$ cat src/hdl/tsd_pkg.sv
package tsd_pkg;

	// fixed tar geometry
	localparam int BLOCK_BYTES      = 512;
	localparam int SIZE_FIELD_BYTES = 12;
	localparam int QUEUE_DEPTH      = 4;

	localparam int POS_W   = 9;
	localparam int SIZE_W  = 36;
	localparam int FILES_W = 20;
	localparam int BYTES_W = 40;
	localparam int KIND_W  = 3;

	localparam logic [POS_W-1:0] OFS_SIZE     = 9'd124;
	localparam logic [POS_W-1:0] OFS_SIZE_END = POS_W'(124 + SIZE_FIELD_BYTES);
	localparam logic [POS_W-1:0] OFS_TYPE     = 9'd156;
	localparam logic [POS_W-1:0] OFS_PREFIX   = 9'd345;
	localparam logic [POS_W-1:0] POS_LAST     = POS_W'(BLOCK_BYTES - 1);

	localparam logic [7:0] CHAR_ZERO  = 8'h30;
	localparam logic [7:0] CHAR_SEVEN = 8'h37;

	// parser phases
	localparam logic [1:0] PH_HEADER = 2'd0;
	localparam logic [1:0] PH_DATA   = 2'd1;
	localparam logic [1:0] PH_PAD    = 2'd2;
	localparam logic [1:0] PH_DONE   = 2'd3;

	// octal size scan
	localparam logic [1:0] SCAN_NONE   = 2'd0;
	localparam logic [1:0] SCAN_DIGITS = 2'd1;
	localparam logic [1:0] SCAN_OVER   = 2'd2;

	// header flag bit positions
	localparam int FL_NONZERO = 0;
	localparam int FL_NAME    = 1;
	localparam int FL_PREFIX  = 2;
	localparam int FL_REGULAR = 3;

	// result kinds
	localparam logic [KIND_W-1:0] KIND_HEADER  = 3'd0;
	localparam logic [KIND_W-1:0] KIND_PAYLOAD = 3'd1;
	localparam logic [KIND_W-1:0] KIND_DONE    = 3'd2;
	localparam logic [KIND_W-1:0] KIND_TRUNC   = 3'd3;
	localparam logic [KIND_W-1:0] KIND_NOENT   = 3'd4;

	// one queue entry: everything one input byte produces (up to two events)
	typedef struct packed {
		logic               prim_valid;
		logic [KIND_W-1:0]  prim_kind;
		logic [7:0]         prim_byte;
		logic               prim_first;
		logic               prim_last;
		logic [SIZE_W-1:0]  prim_size;
		logic [FILES_W-1:0] prim_files;
		logic [BYTES_W-1:0] prim_bytes;
		logic               fin_valid;
		logic [KIND_W-1:0]  fin_kind;
		logic [FILES_W-1:0] fin_files;
		logic [BYTES_W-1:0] fin_bytes;
	} rec_t;

	typedef struct packed {
		logic push;
		rec_t rec;
	} push_t;

	typedef struct packed {
		logic empty;
		rec_t head;
	} q_view_t;

endpackage

$ cat src/hdl/tsd_front.sv
// Parser: one byte per accepted transfer, all state updated in that cycle.
module tsd_front (
	input  logic              clk,
	input  logic              arst_n,
	input  logic              accept,
	input  logic [7:0]        data_byte,
	input  logic              stream_end,
	output tsd_pkg::push_t    push
);

	logic [1:0]                   phase_q;
	logic [tsd_pkg::POS_W-1:0]    pos_q;
	logic [tsd_pkg::SIZE_W-1:0]   acc_q;
	logic [1:0]                   scan_q;
	logic [3:0]                   flags_q;
	logic [tsd_pkg::SIZE_W-1:0]   drem_q;
	logic [tsd_pkg::POS_W-1:0]    pad_q;
	logic                         reg_q;
	logic [tsd_pkg::FILES_W-1:0]  files_q;
	logic [tsd_pkg::BYTES_W-1:0]  bytes_q;

	logic [1:0]                   ph_n;
	logic [tsd_pkg::POS_W-1:0]    pos_n;
	logic [tsd_pkg::SIZE_W-1:0]   acc_n;
	logic [1:0]                   scan_n;
	logic [3:0]                   flags_n;
	logic [tsd_pkg::SIZE_W-1:0]   drem_n;
	logic [tsd_pkg::POS_W-1:0]    pad_n;
	logic                         reg_n;
	logic [tsd_pkg::FILES_W-1:0]  files_n;
	logic [tsd_pkg::BYTES_W-1:0]  bytes_n;
	logic                         cnt;
	logic [tsd_pkg::SIZE_W-1:0]   cnt_size;
	logic [tsd_pkg::BYTES_W:0]    sum;
	logic                         hreg;
	logic                         in_size;
	logic                         is_octal;
	logic                         last;
	tsd_pkg::rec_t                rec;

	assign in_size  = (pos_q >= tsd_pkg::OFS_SIZE) && (pos_q < tsd_pkg::OFS_SIZE_END);
	assign is_octal = (data_byte >= tsd_pkg::CHAR_ZERO) && (data_byte <= tsd_pkg::CHAR_SEVEN);
	assign last     = (drem_q <= tsd_pkg::SIZE_W'(1));

	always_comb begin
		ph_n     = phase_q;
		pos_n    = pos_q;
		acc_n    = acc_q;
		scan_n   = scan_q;
		flags_n  = flags_q;
		drem_n   = drem_q;
		pad_n    = pad_q;
		reg_n    = reg_q;
		files_n  = files_q;
		bytes_n  = bytes_q;
		cnt      = 1'b0;
		cnt_size = '0;
		hreg     = 1'b0;
		sum      = '0;
		rec      = '0;

		case (phase_q)
			tsd_pkg::PH_HEADER: begin
				if (pos_q == '0) begin
					acc_n   = '0;
					scan_n  = tsd_pkg::SCAN_NONE;
					flags_n = '0;
				end
				if (data_byte != 8'h00) begin
					flags_n[tsd_pkg::FL_NONZERO] = 1'b1;
					if (pos_q == '0)
						flags_n[tsd_pkg::FL_NAME] = 1'b1;
					if (pos_q == tsd_pkg::OFS_PREFIX)
						flags_n[tsd_pkg::FL_PREFIX] = 1'b1;
				end
				if (pos_q == tsd_pkg::OFS_TYPE &&
				    (data_byte == 8'h00 || data_byte == tsd_pkg::CHAR_ZERO))
					flags_n[tsd_pkg::FL_REGULAR] = 1'b1;
				if (in_size && scan_n != tsd_pkg::SCAN_OVER) begin
					if (data_byte == 8'h00) begin
						scan_n = tsd_pkg::SCAN_OVER;
					end else if (is_octal) begin
						acc_n  = {acc_n[tsd_pkg::SIZE_W-4:0], data_byte[2:0]};
						scan_n = tsd_pkg::SCAN_DIGITS;
					end else if (scan_n == tsd_pkg::SCAN_DIGITS) begin
						scan_n = tsd_pkg::SCAN_OVER;
					end
				end
				if (pos_q == tsd_pkg::POS_LAST) begin
					pos_n = '0;
					if (!flags_n[tsd_pkg::FL_NONZERO]) begin
						// zero block ends the archive
						rec.fin_valid = 1'b1;
						rec.fin_kind  = (files_q != '0) ? tsd_pkg::KIND_DONE
						                                : tsd_pkg::KIND_NOENT;
						ph_n = tsd_pkg::PH_DONE;
					end else begin
						hreg  = (flags_n[tsd_pkg::FL_NAME] | flags_n[tsd_pkg::FL_PREFIX]) &
						        flags_n[tsd_pkg::FL_REGULAR];
						reg_n = hreg;
						if (hreg) begin
							rec.prim_valid = 1'b1;
							rec.prim_kind  = tsd_pkg::KIND_HEADER;
							rec.prim_size  = acc_n;
						end
						if (acc_n == '0) begin
							cnt = hreg;
						end else begin
							drem_n = acc_n;
							pad_n  = ~acc_n[tsd_pkg::POS_W-1:0] + tsd_pkg::POS_W'(1);
							ph_n   = tsd_pkg::PH_DATA;
						end
					end
				end else begin
					pos_n = pos_q + tsd_pkg::POS_W'(1);
				end
			end
			tsd_pkg::PH_DATA: begin
				if (reg_q) begin
					rec.prim_valid = 1'b1;
					rec.prim_kind  = tsd_pkg::KIND_PAYLOAD;
					rec.prim_byte  = data_byte;
					rec.prim_first = (drem_q == acc_q);
					rec.prim_last  = last;
				end
				if (last) begin
					drem_n   = '0;
					cnt      = reg_q;
					cnt_size = acc_q;
					pos_n    = '0;
					ph_n     = (pad_q != '0) ? tsd_pkg::PH_PAD : tsd_pkg::PH_HEADER;
				end else begin
					drem_n = drem_q - tsd_pkg::SIZE_W'(1);
				end
			end
			tsd_pkg::PH_PAD: begin
				if (pad_q <= tsd_pkg::POS_W'(1)) begin
					pad_n = '0;
					pos_n = '0;
					ph_n  = tsd_pkg::PH_HEADER;
				end else begin
					pad_n = pad_q - tsd_pkg::POS_W'(1);
				end
			end
			tsd_pkg::PH_DONE: begin
			end
			default: begin
			end
		endcase

		rec.prim_files = files_q;
		rec.prim_bytes = bytes_q;

		// saturating counts
		if (cnt) begin
			if (files_q != {tsd_pkg::FILES_W{1'b1}})
				files_n = files_q + tsd_pkg::FILES_W'(1);
			sum     = {1'b0, bytes_q} + (tsd_pkg::BYTES_W + 1)'(cnt_size);
			bytes_n = sum[tsd_pkg::BYTES_W] ? {tsd_pkg::BYTES_W{1'b1}}
			                                : sum[tsd_pkg::BYTES_W-1:0];
		end

		if (stream_end && ph_n != tsd_pkg::PH_DONE) begin
			rec.fin_valid = 1'b1;
			rec.fin_kind  = (ph_n == tsd_pkg::PH_DATA) ? tsd_pkg::KIND_TRUNC :
			                (files_n != '0) ? tsd_pkg::KIND_DONE : tsd_pkg::KIND_NOENT;
		end
		rec.fin_files = files_n;
		rec.fin_bytes = bytes_n;

		// stream end: back to the reset state for the next stream
		if (stream_end) begin
			ph_n    = tsd_pkg::PH_HEADER;
			pos_n   = '0;
			acc_n   = '0;
			scan_n  = tsd_pkg::SCAN_NONE;
			flags_n = '0;
			drem_n  = '0;
			pad_n   = '0;
			reg_n   = 1'b0;
			files_n = '0;
			bytes_n = '0;
		end
	end

	assign push.push = accept && (rec.prim_valid || rec.fin_valid);
	assign push.rec  = rec;

	always_ff @(posedge clk or negedge arst_n) begin
		if (!arst_n) begin
			phase_q <= tsd_pkg::PH_HEADER;
			pos_q   <= '0;
			acc_q   <= '0;
			scan_q  <= tsd_pkg::SCAN_NONE;
			flags_q <= '0;
			drem_q  <= '0;
			pad_q   <= '0;
			reg_q   <= 1'b0;
			files_q <= '0;
			bytes_q <= '0;
		end else if (accept) begin
			phase_q <= ph_n;
			pos_q   <= pos_n;
			acc_q   <= acc_n;
			scan_q  <= scan_n;
			flags_q <= flags_n;
			drem_q  <= drem_n;
			pad_q   <= pad_n;
			reg_q   <= reg_n;
			files_q <= files_n;
			bytes_q <= bytes_n;
		end
	end

endmodule

$ cat src/hdl/tsd_queue.sv
// Small register queue of per-byte event records, head shown ahead.
module tsd_queue #(
	parameter int DEPTH = tsd_pkg::QUEUE_DEPTH
) (
	input  logic             clk,
	input  logic             arst_n,
	input  tsd_pkg::push_t   push,
	input  logic             pop,
	output logic             full,
	output tsd_pkg::q_view_t view
);

	localparam int PTR_W = (DEPTH > 1) ? $clog2(DEPTH) : 1;
	localparam int CNT_W = $clog2(DEPTH + 1);

	tsd_pkg::rec_t    mem [DEPTH];
	logic [PTR_W-1:0] wr_q;
	logic [PTR_W-1:0] rd_q;
	logic [CNT_W-1:0] count_q;

	assign full       = (count_q == CNT_W'(DEPTH));
	assign view.empty = (count_q == '0);
	assign view.head  = mem[rd_q];

	always_ff @(posedge clk) begin
		if (push.push)
			mem[wr_q] <= push.rec;
	end

	always_ff @(posedge clk or negedge arst_n) begin
		if (!arst_n) begin
			wr_q    <= '0;
			rd_q    <= '0;
			count_q <= '0;
		end else begin
			if (push.push)
				wr_q <= (wr_q == PTR_W'(DEPTH - 1)) ? '0 : wr_q + PTR_W'(1);
			if (pop)
				rd_q <= (rd_q == PTR_W'(DEPTH - 1)) ? '0 : rd_q + PTR_W'(1);
			case ({push.push, pop})
				2'b10:   count_q <= count_q + CNT_W'(1);
				2'b01:   count_q <= count_q - CNT_W'(1);
				default: count_q <= count_q;
			endcase
		end
	end

endmodule

$ cat src/hdl/tsd_back.sv
// Output sequencer: expands each record into one or two events.
module tsd_back (
	input  logic                          clk,
	input  logic                          arst_n,
	input  tsd_pkg::q_view_t              view,
	output logic                          pop,
	output logic                          event_valid,
	input  logic                          event_stall,
	output logic [tsd_pkg::KIND_W-1:0]    kind,
	output logic [7:0]                    payload_byte,
	output logic                          entry_first,
	output logic                          entry_last,
	output logic [tsd_pkg::SIZE_W-1:0]    entry_size,
	output logic [tsd_pkg::FILES_W-1:0]   files_found,
	output logic [tsd_pkg::BYTES_W-1:0]   bytes_found,
	output logic                          run_last
);

	logic valid_q;
	logic half_q;   // primary event of the head record already sent
	logic load;
	logic take;
	logic send_prim;

	assign load      = !valid_q || !event_stall;
	assign take      = load && !view.empty;
	assign send_prim = view.head.prim_valid && !half_q;
	assign pop       = take && !(send_prim && view.head.fin_valid);

	always_ff @(posedge clk or negedge arst_n) begin
		if (!arst_n) begin
			valid_q <= 1'b0;
			half_q  <= 1'b0;
		end else if (take) begin
			valid_q <= 1'b1;
			half_q  <= send_prim && view.head.fin_valid;
		end else if (load) begin
			valid_q <= 1'b0;
		end
	end

	always_ff @(posedge clk) begin
		if (take) begin
			if (send_prim) begin
				kind         <= view.head.prim_kind;
				payload_byte <= view.head.prim_byte;
				entry_first  <= view.head.prim_first;
				entry_last   <= view.head.prim_last;
				entry_size   <= view.head.prim_size;
				files_found  <= view.head.prim_files;
				bytes_found  <= view.head.prim_bytes;
				run_last     <= !view.head.fin_valid;
			end else begin
				kind         <= view.head.fin_kind;
				payload_byte <= '0;
				entry_first  <= 1'b0;
				entry_last   <= 1'b0;
				entry_size   <= '0;
				files_found  <= view.head.fin_files;
				bytes_found  <= view.head.fin_bytes;
				run_last     <= 1'b1;
			end
		end
	end

	assign event_valid = valid_q;

endmodule

$ cat src/hdl/tar_stream_deframer.sv
// Channel | Dir | Handshake                 | Fields
// --------+-----+---------------------------+-----------------------------------------------
// byte    | in  | byte_valid / byte_stall   | data_byte, stream_end
// event   | out | event_valid / event_stall | kind, payload_byte, entry_first .. run_last (8)
//
// One byte transfer per cycle while byte_stall is low; the parser settles all its state in
// the accepting cycle. A byte gives zero, one or two events; the back end sends one event
// per cycle while event_stall is low, and the event queue (QUEUE_DEPTH records) absorbs
// the second event of a two-event byte; events pass the queue, then the output register.
// Reset (arst_n low) clears parser state, queue pointers and output valid.
// byte_stall rises only when the queue is full; event_stall holds the output register.
module tar_stream_deframer #(
	parameter int QUEUE_DEPTH = tsd_pkg::QUEUE_DEPTH
) (
	input  logic                          clk,
	input  logic                          arst_n,
	input  logic                          byte_valid,
	output logic                          byte_stall,
	input  logic [7:0]                    data_byte,
	input  logic                          stream_end,
	output logic                          event_valid,
	input  logic                          event_stall,
	output logic [tsd_pkg::KIND_W-1:0]    kind,
	output logic [7:0]                    payload_byte,
	output logic                          entry_first,
	output logic                          entry_last,
	output logic [tsd_pkg::SIZE_W-1:0]    entry_size,
	output logic [tsd_pkg::FILES_W-1:0]   files_found,
	output logic [tsd_pkg::BYTES_W-1:0]   bytes_found,
	output logic                          run_last
);

	logic             accept;   // byte transfer this cycle
	logic             full;
	logic             pop;
	tsd_pkg::push_t   push;
	tsd_pkg::q_view_t view;

	assign byte_stall = full;
	assign accept     = byte_valid && !full;

	// front: header decode, size scan, data / pad counting, saturating totals
	tsd_front u_front (
		.clk        (clk),
		.arst_n     (arst_n),
		.accept     (accept),
		.data_byte  (data_byte),
		.stream_end (stream_end),
		.push       (push)
	);

	// decouples the parser from output backpressure
	tsd_queue #(
		.DEPTH (QUEUE_DEPTH)
	) u_queue (
		.clk    (clk),
		.arst_n (arst_n),
		.push   (push),
		.pop    (pop),
		.full   (full),
		.view   (view)
	);

	// back: one event per cycle into the output register while event_stall is low
	tsd_back u_back (
		.clk          (clk),
		.arst_n       (arst_n),
		.view         (view),
		.pop          (pop),
		.event_valid  (event_valid),
		.event_stall  (event_stall),
		.kind         (kind),
		.payload_byte (payload_byte),
		.entry_first  (entry_first),
		.entry_last   (entry_last),
		.entry_size   (entry_size),
		.files_found  (files_found),
		.bytes_found  (bytes_found),
		.run_last     (run_last)
	);

endmodule

$ cat config.mk
export PLATFORM = sky130hd
export DESIGN_NAME = tar_stream_deframer
export DESIGN_NICKNAME = d
export VERILOG_FILES = /design/src/hdl/tsd_pkg.sv /design/src/hdl/tsd_front.sv /design/src/hdl/tsd_queue.sv /design/src/hdl/tsd_back.sv /design/src/hdl/tar_stream_deframer.sv
export SDC_FILE = /design/constraint.sdc
export NUM_CORES = 1
export LEC_CHECK = 0
export ABC_AREA = 1
export BUFFER_PORTS_ARGS = -buffer_cell sky130_fd_sc_hd__buf_2
export CORE_ASPECT_RATIO = 1.75
export CORE_MARGIN = 2
export CORE_UTILIZATION = 50
export DETAILED_ROUTE_END_ITERATION = 10
export GPL_TIMING_DRIVEN = 0
export PLACE_DENSITY_LB_ADDON = 0.1
export SLEW_MARGIN = 5
export SYNTH_ARGS = -nofsm -noshare
export SYNTH_HDL_FRONTEND = slang
export SYNTH_HIERARCHICAL = 1
export SYNTH_SLANG_ARGS = --single-unit
$ cat constraint.sdc
create_clock -name clk -period 13.45 [get_ports clk]
set_input_delay 2.69 -clock clk [delete_from_list [all_inputs] [get_ports clk]]
set_output_delay 2.69 -clock clk [all_outputs]
set_load 0.01 [all_outputs]
==> results.sh, run 1 <==
export IMPL_core_area_um2=91600
export IMPL_ant_nets=0
export IMPL_globalplace_congestion=1.02
export IMPL_synth_avg_cell_area_um2=10.0
export IMPL_cts_made_buffers=91
export IMPL_p_comb_share_pct=32.4
export IMPL_async_reset_ff_share_pct=17.2
export IMPL_crit_fanout=91
export IMPL_post_dp_cell_area_um2=48500
export IMPL_drcViolationCount=0
export IMPL_r2r_end="u_queue/mem[1][24]"
export IMPL_swShare_pct=36.0
export IMPL_cp_data_required_time_ns=13.77
export IMPL_routed_wl_mm=141
export IMPL_grt_pass1_vias=33100
export IMPL_dp_cells=5923
export IMPL_start_util_pct=50.4
export IMPL_cp_endpoint="u_queue/mem[0][15]"
export IMPL_min_period_ns=8.06
export IMPL_fmax_mhz=124
export IMPL_cts_htree_levels=3
export IMPL_netlist_instances=4601
export IMPL_cts_root_buf="clkbuf_16"
export IMPL_hold_path_class="flip-flop to flip-flop"
export IMPL_worst_r2r_setup_slack_ns=5.78
export IMPL_drt_pass1_iterations=6
export IMPL_avgRoutedWirePerCell_um=23.1
export IMPL_seq_power_share_pct=39.7
export IMPL_postCtsResizedCells=0
export IMPL_grt_pass1_wl_mm=207
export IMPL_drv_slew=0
export IMPL_via_per_inst=5.57
export IMPL_slowest_delay_ns=0.57
export IMPL_timing_rr_start="u_front/drem_q[0]"
export IMPL_grt_usage_pct=29.9
export IMPL_cts_clk_slew_worst_paths_ns=0.06
export IMPL_via_count=33900
export IMPL_final_nets=4896
export IMPL_switching_power_uw=3520
export IMPL_start_kind="input port"
export IMPL_syn_area_um2=46200
export IMPL_cts_tree="done"
export IMPL_max_slew_margin_pct=18.3
export IMPL_critPathLaunch="data_byte[2]"
export IMPL_grt_max_degree=96
export IMPL_synth_distinct_cells=55
export IMPL_ys_flop_type="edfxtp_1"
export IMPL_max_vdd_ir_drop_mv=0.130
export IMPL_critPathArrivalTime_ns=8.38
export IMPL_drive_above_1_share_pct=10.1
export IMPL_ctsHoldBuffers=0
export IMPL_crit_cells=29
export IMPL_drv_cap=0
export IMPL_setup_violations=0
export IMPL_hpwl_mm=98.8
export IMPL_layout_area_overhead_vs_synth_pct=11.9
export IMPL_antenna_found_initial=1
export IMPL_ys_ff_latch=974
export IMPL_io_buffers=123
export IMPL_crit_type="input port to flip-flop"
export IMPL_outcome="complete, no violations"
export IMPL_worst_slew_pin_slew_ns=1.22
export IMPL_hold_viol_final=0
export IMPL_clock_path_buffers=3
export IMPL_row_count=147
export IMPL_fin_crit_sh_pct=59.9
export IMPL_reg2regPathDepth=26
export IMPL_design_area_um2=51700
export IMPL_crit_top_cell="nand2_1"
export IMPL_critPathSlowestCell="inv_8"
export IMPL_p_leak_uw=0.0221
export IMPL_cp_num_buf_inv=10
export IMPL_pin_count=125
export IMPL_internal_power_uw=6270
export IMPL_crit_family="buffers and inverters"
export IMPL_die_height_um=406
export IMPL_synth_edff_count=806
export IMPL_fp_dieW_um=234
export IMPL_cellPowerDensity_nw_per_um2=189
export IMPL_die_area_um2=94900
export IMPL_cts_setup_buffers=0
export IMPL_dr_first_iter_drc_count=2685
export IMPL_rsz0062_at_grt="false"
export IMPL_finClkSkew_ns=0.0484
export IMPL_power_frac_clock_pct=27.9
export IMPL_overflow=0
export IMPL_whs_ns=0.493
export IMPL_ys_seq_area_share_pct=61.5
export IMPL_cts_sinks=974
export IMPL_finalNonFillerCells=6094
export IMPL_worst_setup_path_end_kind="flip-flop"
export IMPL_ys_warn_count=6
export IMPL_clk_latency_ns=0.70
[routing by layer]
metal	track usage [%]	routed length, um	vias to the layer above
met2	52.6	71900	1234
li1	-	-	16000
met1	33.8	51500	16300
met5	0	0	-
met4	20.0	10700	0
met3	3.62	6650	387
[layout make-up]
type | count | area, um^2
multi-input cells | 2687 | 13800
flip-flops and latches | 974 | 28400
diodes | 1 | 2.50
plain buffers | 217 | 1310
clock inverters | 64 | 790
repair buffers | 129 | 791
clock buffers | 106 | 2390
inverters | 724 | 2760
well taps | 1192 | 1490
fillers | 7935 | 39900
[cell families after synthesis]
logic type	after synthesis	synth area share (%)
flip-flops	974	61.5
XOR/XNOR	67	1.27
AO/OA/AOI/OAI	811	11.6
buffers and inverters	941	8.72
AND/OR/NAND/NOR	1748	15.3
other	1	0.00812
adder cells (fa/ha/maj)	59	1.63
[stage by stage]
step                setup TNS (ns)  setup slack [ns]  utilization (%)  power [uW]
floorplan                        0              4.12                -        5920
global placement           -232.78            -0.435             52.7        7180
detailed placement               0              4.80             53.0        7140
CTS                              0              5.51             56.4        9870
global route                     0              5.00             56.4       10300
finish                           0              5.39             56.4        9790
[worst reg2reg max path: stages, from the launching register on]
cell	delay [ns]
dfrtp_1	0.45
inv_1	0.18
ha_1	0.22
nand2_1	0.10
nor3_1	0.36
nand2_1	0.19
nor2_1	0.28
o2111ai_1	0.59
nor2_1	0.43
inv_1	0.10
clkbuf_1	0.27
nor2_1	0.21
ha_1	0.23
fa_1	0.23
a31oi_1	0.14
o21ai_1	0.41
a21oi_1	0.22
inv_1	0.15
a21oi_1	0.18
o21ai_1	0.38
a21oi_1	0.17
nor2_1	0.71
inv_1	0.35
nand2_1	0.33
buf_2	0.29
o22ai_1	0.19
inv_1	0.17
[synthesized netlist by cell type, types with 5 or more instances]
cell type / n / share of area (%)
nand2_2: 5 / 0.068
o21a_1: 8 / 0.13
nor2_1: 315 / 2.6
clkbuf_1: 75 / 0.61
a31oi_1: 9 / 0.12
nor4_1: 10 / 0.14
o211ai_2: 31 / 0.84
nand4_1: 29 / 0.39
nand3_1: 148 / 1.6
o22ai_1: 91 / 1.2
a21oi_1: 96 / 1.0
inv_2: 9 / 0.073
o21ai_0: 187 / 2.0
dfrtp_1: 168 / 9.1
buf_2: 80 / 0.87
or2_2: 10 / 0.14
buf_6: 48 / 1.2
edfxtp_1: 806 / 52
a21oi_2: 5 / 0.095
nand2_1: 1168 / 9.5
ha_1: 57 / 1.5
o211ai_1: 328 / 5.3
buf_1: 6 / 0.049
inv_1: 712 / 5.8
xor2_1: 42 / 0.80
buf_4: 8 / 0.13
o21ai_1: 33 / 0.36
xnor2_1: 25 / 0.47
nor3_1: 36 / 0.39
[sequential cells by signal (all words and copies together) (netlist names), 2 cells and up]
| name | flops |
|---|---|
| u_front/scan_q | 2 |
| u_front/bytes_q | 40 |
| u_front/drem_q | 36 |
| u_back/kind | 3 |
| u_front/pos_q | 9 |
| u_back/bytes_found | 40 |
| u_front/acc_q | 36 |
| u_front/pad_q | 9 |
| u_back/entry_size | 36 |
| u_front/phase_q | 2 |
| u_front/files_q | 20 |
| u_queue/wr_q | 2 |
| u_queue/rd_q | 2 |
| u_front/flags_q | 4 |
| u_back/payload_byte | 8 |
| u_queue/count_q | 3 |
| u_queue/mem | 696 |
| u_back/files_found | 20 |
[cell usage in the layout (no fill, tap or decap), types with 48 or more instances in the layout]
cell type | Yosys | layout
a21oi_1 | 96 | 96
buf_2 | 80 | 202
buf_6 | 48 | 48
clkbuf_1 | 75 | 87
clkbuf_16 | 0 | 93
dfrtp_1 | 168 | 168
edfxtp_1 | 806 | 806
ha_1 | 57 | 57
inv_1 | 712 | 707
nand2_1 | 1168 | 1168
nand3_1 | 148 | 148
nor2_1 | 315 | 315
o211ai_1 | 328 | 328
o21ai_0 | 187 | 187
o22ai_1 | 91 | 91
[worst min-delay path by stage]
stage                             startpoint                  to  slack (ns)  depth (start not counted)
after floorplan                u_front/reg_q       u_front/reg_q        0.45                          2
after global placement    u_front/flags_q[0]  u_front/flags_q[0]        0.47                          2
after detailed placement       u_front/reg_q       u_front/reg_q        0.48                          2
after CTS                      u_front/reg_q       u_front/reg_q        0.49                          2
after global routing      u_front/flags_q[3]  u_front/flags_q[3]        0.53                          1
final                     u_back/event_valid  u_back/event_valid        0.49                          2
[power by group through the flow]
stage | clock [uW] | sequential (uW) | combinational (uW)
2_1_floorplan | 0 | 4080 | 1840
3_3_place_gp | 0 | 4030 | 3140
3_5_place_dp | 0 | 3950 | 3190
4_1_cts | 2780 | 3890 | 3200
5_1_grt | 2880 | 3920 | 3470
6_report | 2730 | 3890 | 3170
Power figures use the tool's default switching activity.
==> run 2, diff against run 1 <==
- ABC_AREA: 1 -> 0
- clock period: 13.45 -> 8.3 ns (I/O delays scaled with it)
==> run 2 against run 1 <==
Against the previous run: largest power group unchanged; via count is 26% lower; core utilization increased by 0.13 points; routed wire length down 20%; sequential share of layout area increased by 3.9 points; clock power rose by 50%; die area is 7.1% lower; setup slack worse by 5.1 ns; area after synthesis fell by 7.2%; hold slack better by 0.0061 ns; final cell count down 33%; register-to-register slack worse by 5.5 ns.
==> results.sh, run 2 <==
export IMPL_hpwl_mm=78.5
export IMPL_drt_pass1_iterations=5
export IMPL_via_per_inst=6.11
export IMPL_cp_data_required_time_ns=8.89
export IMPL_critPathSlowestCell="a2111oi_1"
export IMPL_p_leak_uw=0.0179
export IMPL_outcome="complete, no violations"
export IMPL_start_kind="flip-flop"
export IMPL_ys_warn_count=6
export IMPL_reg_largest_list="u_queue/mem: 696 flops, u_back/bytes_found: 40 flops, u_front/bytes_q: 40 flops"
export IMPL_fmax_mhz=124
export IMPL_core_area_um2=85300
export IMPL_min_period_ns=8.03
export IMPL_overflow=0
export IMPL_via_count=25100
export IMPL_antenna_found_initial=1
export IMPL_ant_nets=0
export IMPL_rsz0062_at_grt="false"
export IMPL_synthTopCellsByCount="806 x edfxtp_1, 174 x mux4_2, 168 x dfrtp_1"
export IMPL_hold_path_class="flip-flop to flip-flop"
export IMPL_fill_cells=6730
export IMPL_crit_top_cell="clkbuf_1"
export IMPL_worst_slew_pin_slew_ns=1.26
export IMPL_grt_pass1_vias=26000
export IMPL_clk_latency_ns=0.69
export IMPL_mostFrequentLayoutCells="806 x edfxtp_1, 174 x mux4_2, 168 x dfrtp_1"
export IMPL_synth_distinct_cells=92
export IMPL_cellPowerDensity_nw_per_um2=290
export IMPL_drv_slew=0
export IMPL_power_frac_clock_pct=29.3
export IMPL_power_total_uw=14000
export IMPL_fin_crit_sh_pct=96.8
export IMPL_final_util_pct=56.6
export IMPL_grt_usage_pct=25.8
export IMPL_globalplace_congestion=0.957
export IMPL_cts_setup_buffers=0
export IMPL_netlist_instances=2723
export IMPL_avgRoutedWirePerCell_um=27.3
export IMPL_start_util_pct=50.3
export IMPL_seq_power_share_pct=44.0
export IMPL_crit_fanout=10
export IMPL_slowest_delay_ns=0.92
export IMPL_routed_wl_mm=112
export IMPL_pin_count=125
export IMPL_ys_flop_type="edfxtp_1"
export IMPL_worst_setup_path_end_kind="flip-flop"
export IMPL_synth_top_cell_area_share_pct=56.4
export IMPL_whs_ns=0.499
export IMPL_cts_root_buf="clkbuf_16"
export IMPL_grt_pass1_wl_mm=166
export IMPL_io_buffers=123
export IMPL_critPathArrivalTime_ns=8.62
export IMPL_synth_edff_count=806
export IMPL_top_register="u_queue/mem"
export IMPL_switching_power_uw=3990
export IMPL_tns_ns=0
export IMPL_max_vdd_ir_drop_mv=0.204
export IMPL_ys_top_cells_by_area="edfxtp_1 56%, dfrtp_1 9.8%, mux4_2 9.1%, mux2_4 2.1%, ha_1 1.7%"
export IMPL_internal_power_uw=9980
export IMPL_drv_cap=0
export IMPL_final_common_cell="edfxtp_1"
export IMPL_drive_above_1_share_pct=20.2
export IMPL_swShare_pct=28.6
export IMPL_path_cells="clkbuf_1 > or3_1 > nor4_1 > nand4_1 > nor2_4 > and2_1 > ha_1 > fa_1 > a21o_1 > a21oi_1 > o211a_1 > or3_1 > a211o_1 > a2111oi_1 > nor2_1 > o21a_1 > clkbuf_1 > clkbuf_1 > a31oi_1 > nand3_1 > o21ai_1"
export IMPL_grt_max_degree=99
export IMPL_syn_area_um2=42900
export IMPL_p_comb_share_pct=26.7
export IMPL_cts_htree_levels=3
export IMPL_cts_clk_slew_worst_paths_ns=0.07
export IMPL_row_count=142
export IMPL_dr_first_iter_drc_count=1815
export IMPL_cts_tree="done"
export IMPL_drcViolationCount=0
export IMPL_setup_violations=0
export IMPL_fp_dieW_um=225
export IMPL_clock_path_buffers=3
export IMPL_largest_reg_flops=696
export IMPL_final_nets=3026
export IMPL_top_layer="met4"
export IMPL_cts_sinks=974
export IMPL_antenna_cells=0
export IMPL_dr_wl_met3_mm=4.57
export IMPL_async_reset_ff_share_pct=17.2
export IMPL_synth_most_common_cell="edfxtp_1"
export IMPL_ys_seq_area_share_pct=66.2
export IMPL_max_slew_margin_pct=16.0
export IMPL_m1WireLength_mm=41.4
export IMPL_hold_viol_final=0
export IMPL_ys_ff_latch=974
export IMPL_cts_made_buffers=87
export IMPL_die_area_um2=88200
export IMPL_crit_type="flip-flop to flip-flop"
export IMPL_yosysTopAreaCell="edfxtp_1"
export IMPL_die_height_um=391
export IMPL_wl_met2_mm=60.3
export IMPL_synth_avg_cell_area_um2=15.8
export IMPL_layout_area_overhead_vs_synth_pct=12.5
export IMPL_finClkSkew_ns=0.0240
run 2: cell count changes after synthesis, sizes merged, moves of 70 or more:
| cell | previous run | this run |
|---|---|---|
| mux2 | 0 | 70 |
| o22ai | 91 | 17 |
| and2 | 1 | 90 |
| o211ai | 359 | 5 |
| o21ai | 222 | 120 |
| buf | 142 | 63 |
| nor2 | 322 | 165 |
| inv | 722 | 56 |
| a22o | 2 | 76 |
| nand3 | 151 | 35 |
| mux4 | 0 | 174 |
| nand2 | 1177 | 128 |
run 2: worst paths after layout:
check / startpoint / to / slack, ns / cells past startpoint
hold reg to reg: u_front/flags_q[2] / u_front/flags_q[2] / 0.50 / 1
setup reg to reg: u_front/drem_q[27] / u_front/bytes_q[16] / 0.27 / 21
max in group asynchronous: arst_n / u_front/drem_q[21] / 6.29 / 2
hold / removal: u_front/flags_q[2] / u_front/flags_q[2] / 0.50 / 1
min in group asynchronous: arst_n / u_front/pad_q[6] / 0.97 / 1
setup / recovery: u_front/drem_q[27] / u_front/bytes_q[16] / 0.27 / 21
run 2: final cells by class:
cell class	instances	area [um^2]	area share, %
Inverter	57	214	0.443
Clock inverter	49	505	1.05
Multi-Input combinational cell	1540	13400	27.9
Clock buffer	115	2370	4.92
Sequential cell	974	28400	58.9
Timing Repair Buffer	141	1090	2.26
Buffer	153	866	1.79
Tap cell	1080	1350	2.80
run 2: cells by family (layout without fill, tap and decap cells):
logic type               after synthesis  count (layout)  share of synthesized area [%]
buffers and inverters                210             515                           2.52
adder cells (fa/ha/maj)               59              59                           1.76
AND/OR/NAND/NOR                      619             619                           7.36
AO/OA/AOI/OAI                        488             488                           7.93
flip-flops                           974             974                           66.2
XOR/XNOR                              97              97                           1.98
other                                  1               2                        0.00874
multiplexers                         275             275                           12.2
run 2: what timing repair did:
item | 4_1_cts | 5_1_grt
hold buffers | 0 | 0
setup endpoints to repair | 71 | 5
resized for setup | 2 | 1
run 2: power groups by stage:
stage	logic (uW)	clock network, uW	registers (uW)
2_1_floorplan	2370	0	6410
4_1_cts	3830	4180	6160
5_1_grt	3970	4350	6200
3_3_place_gp	3670	0	6330
6_report	3730	4090	6150
3_5_place_dp	3810	0	6250
run 2: per-layer routing:
metal / vias up / global-route usage (%)
li1: 11100 / -
met1: 13000 / 29.5
met2: 733 / 46.9
met3: 267 / 3.78
met4: 0 / 13.1
met5: - / 0
run 2: through the flow:
step / instance area (um^2) / instances / setup WS, ns
finish: 48300 / 4109 / 0.266
global route: 48300 / 4109 / 0.130
CTS: 48200 / 4109 / 0.245
detailed placement: 45400 / 3945 / -0.249
global placement: 44900 / 3927 / -3.13
floorplan: 42900 / 2724 / 0.859
run 2: critical path, delay by kind of cell (launching register included):
kind,cells,cell delay [ns]
flops,1,0.36
compound gates,8,2.84
simple gates,8,3.41
fa+ha+maj,2,0.40
buf+inv,3,0.91
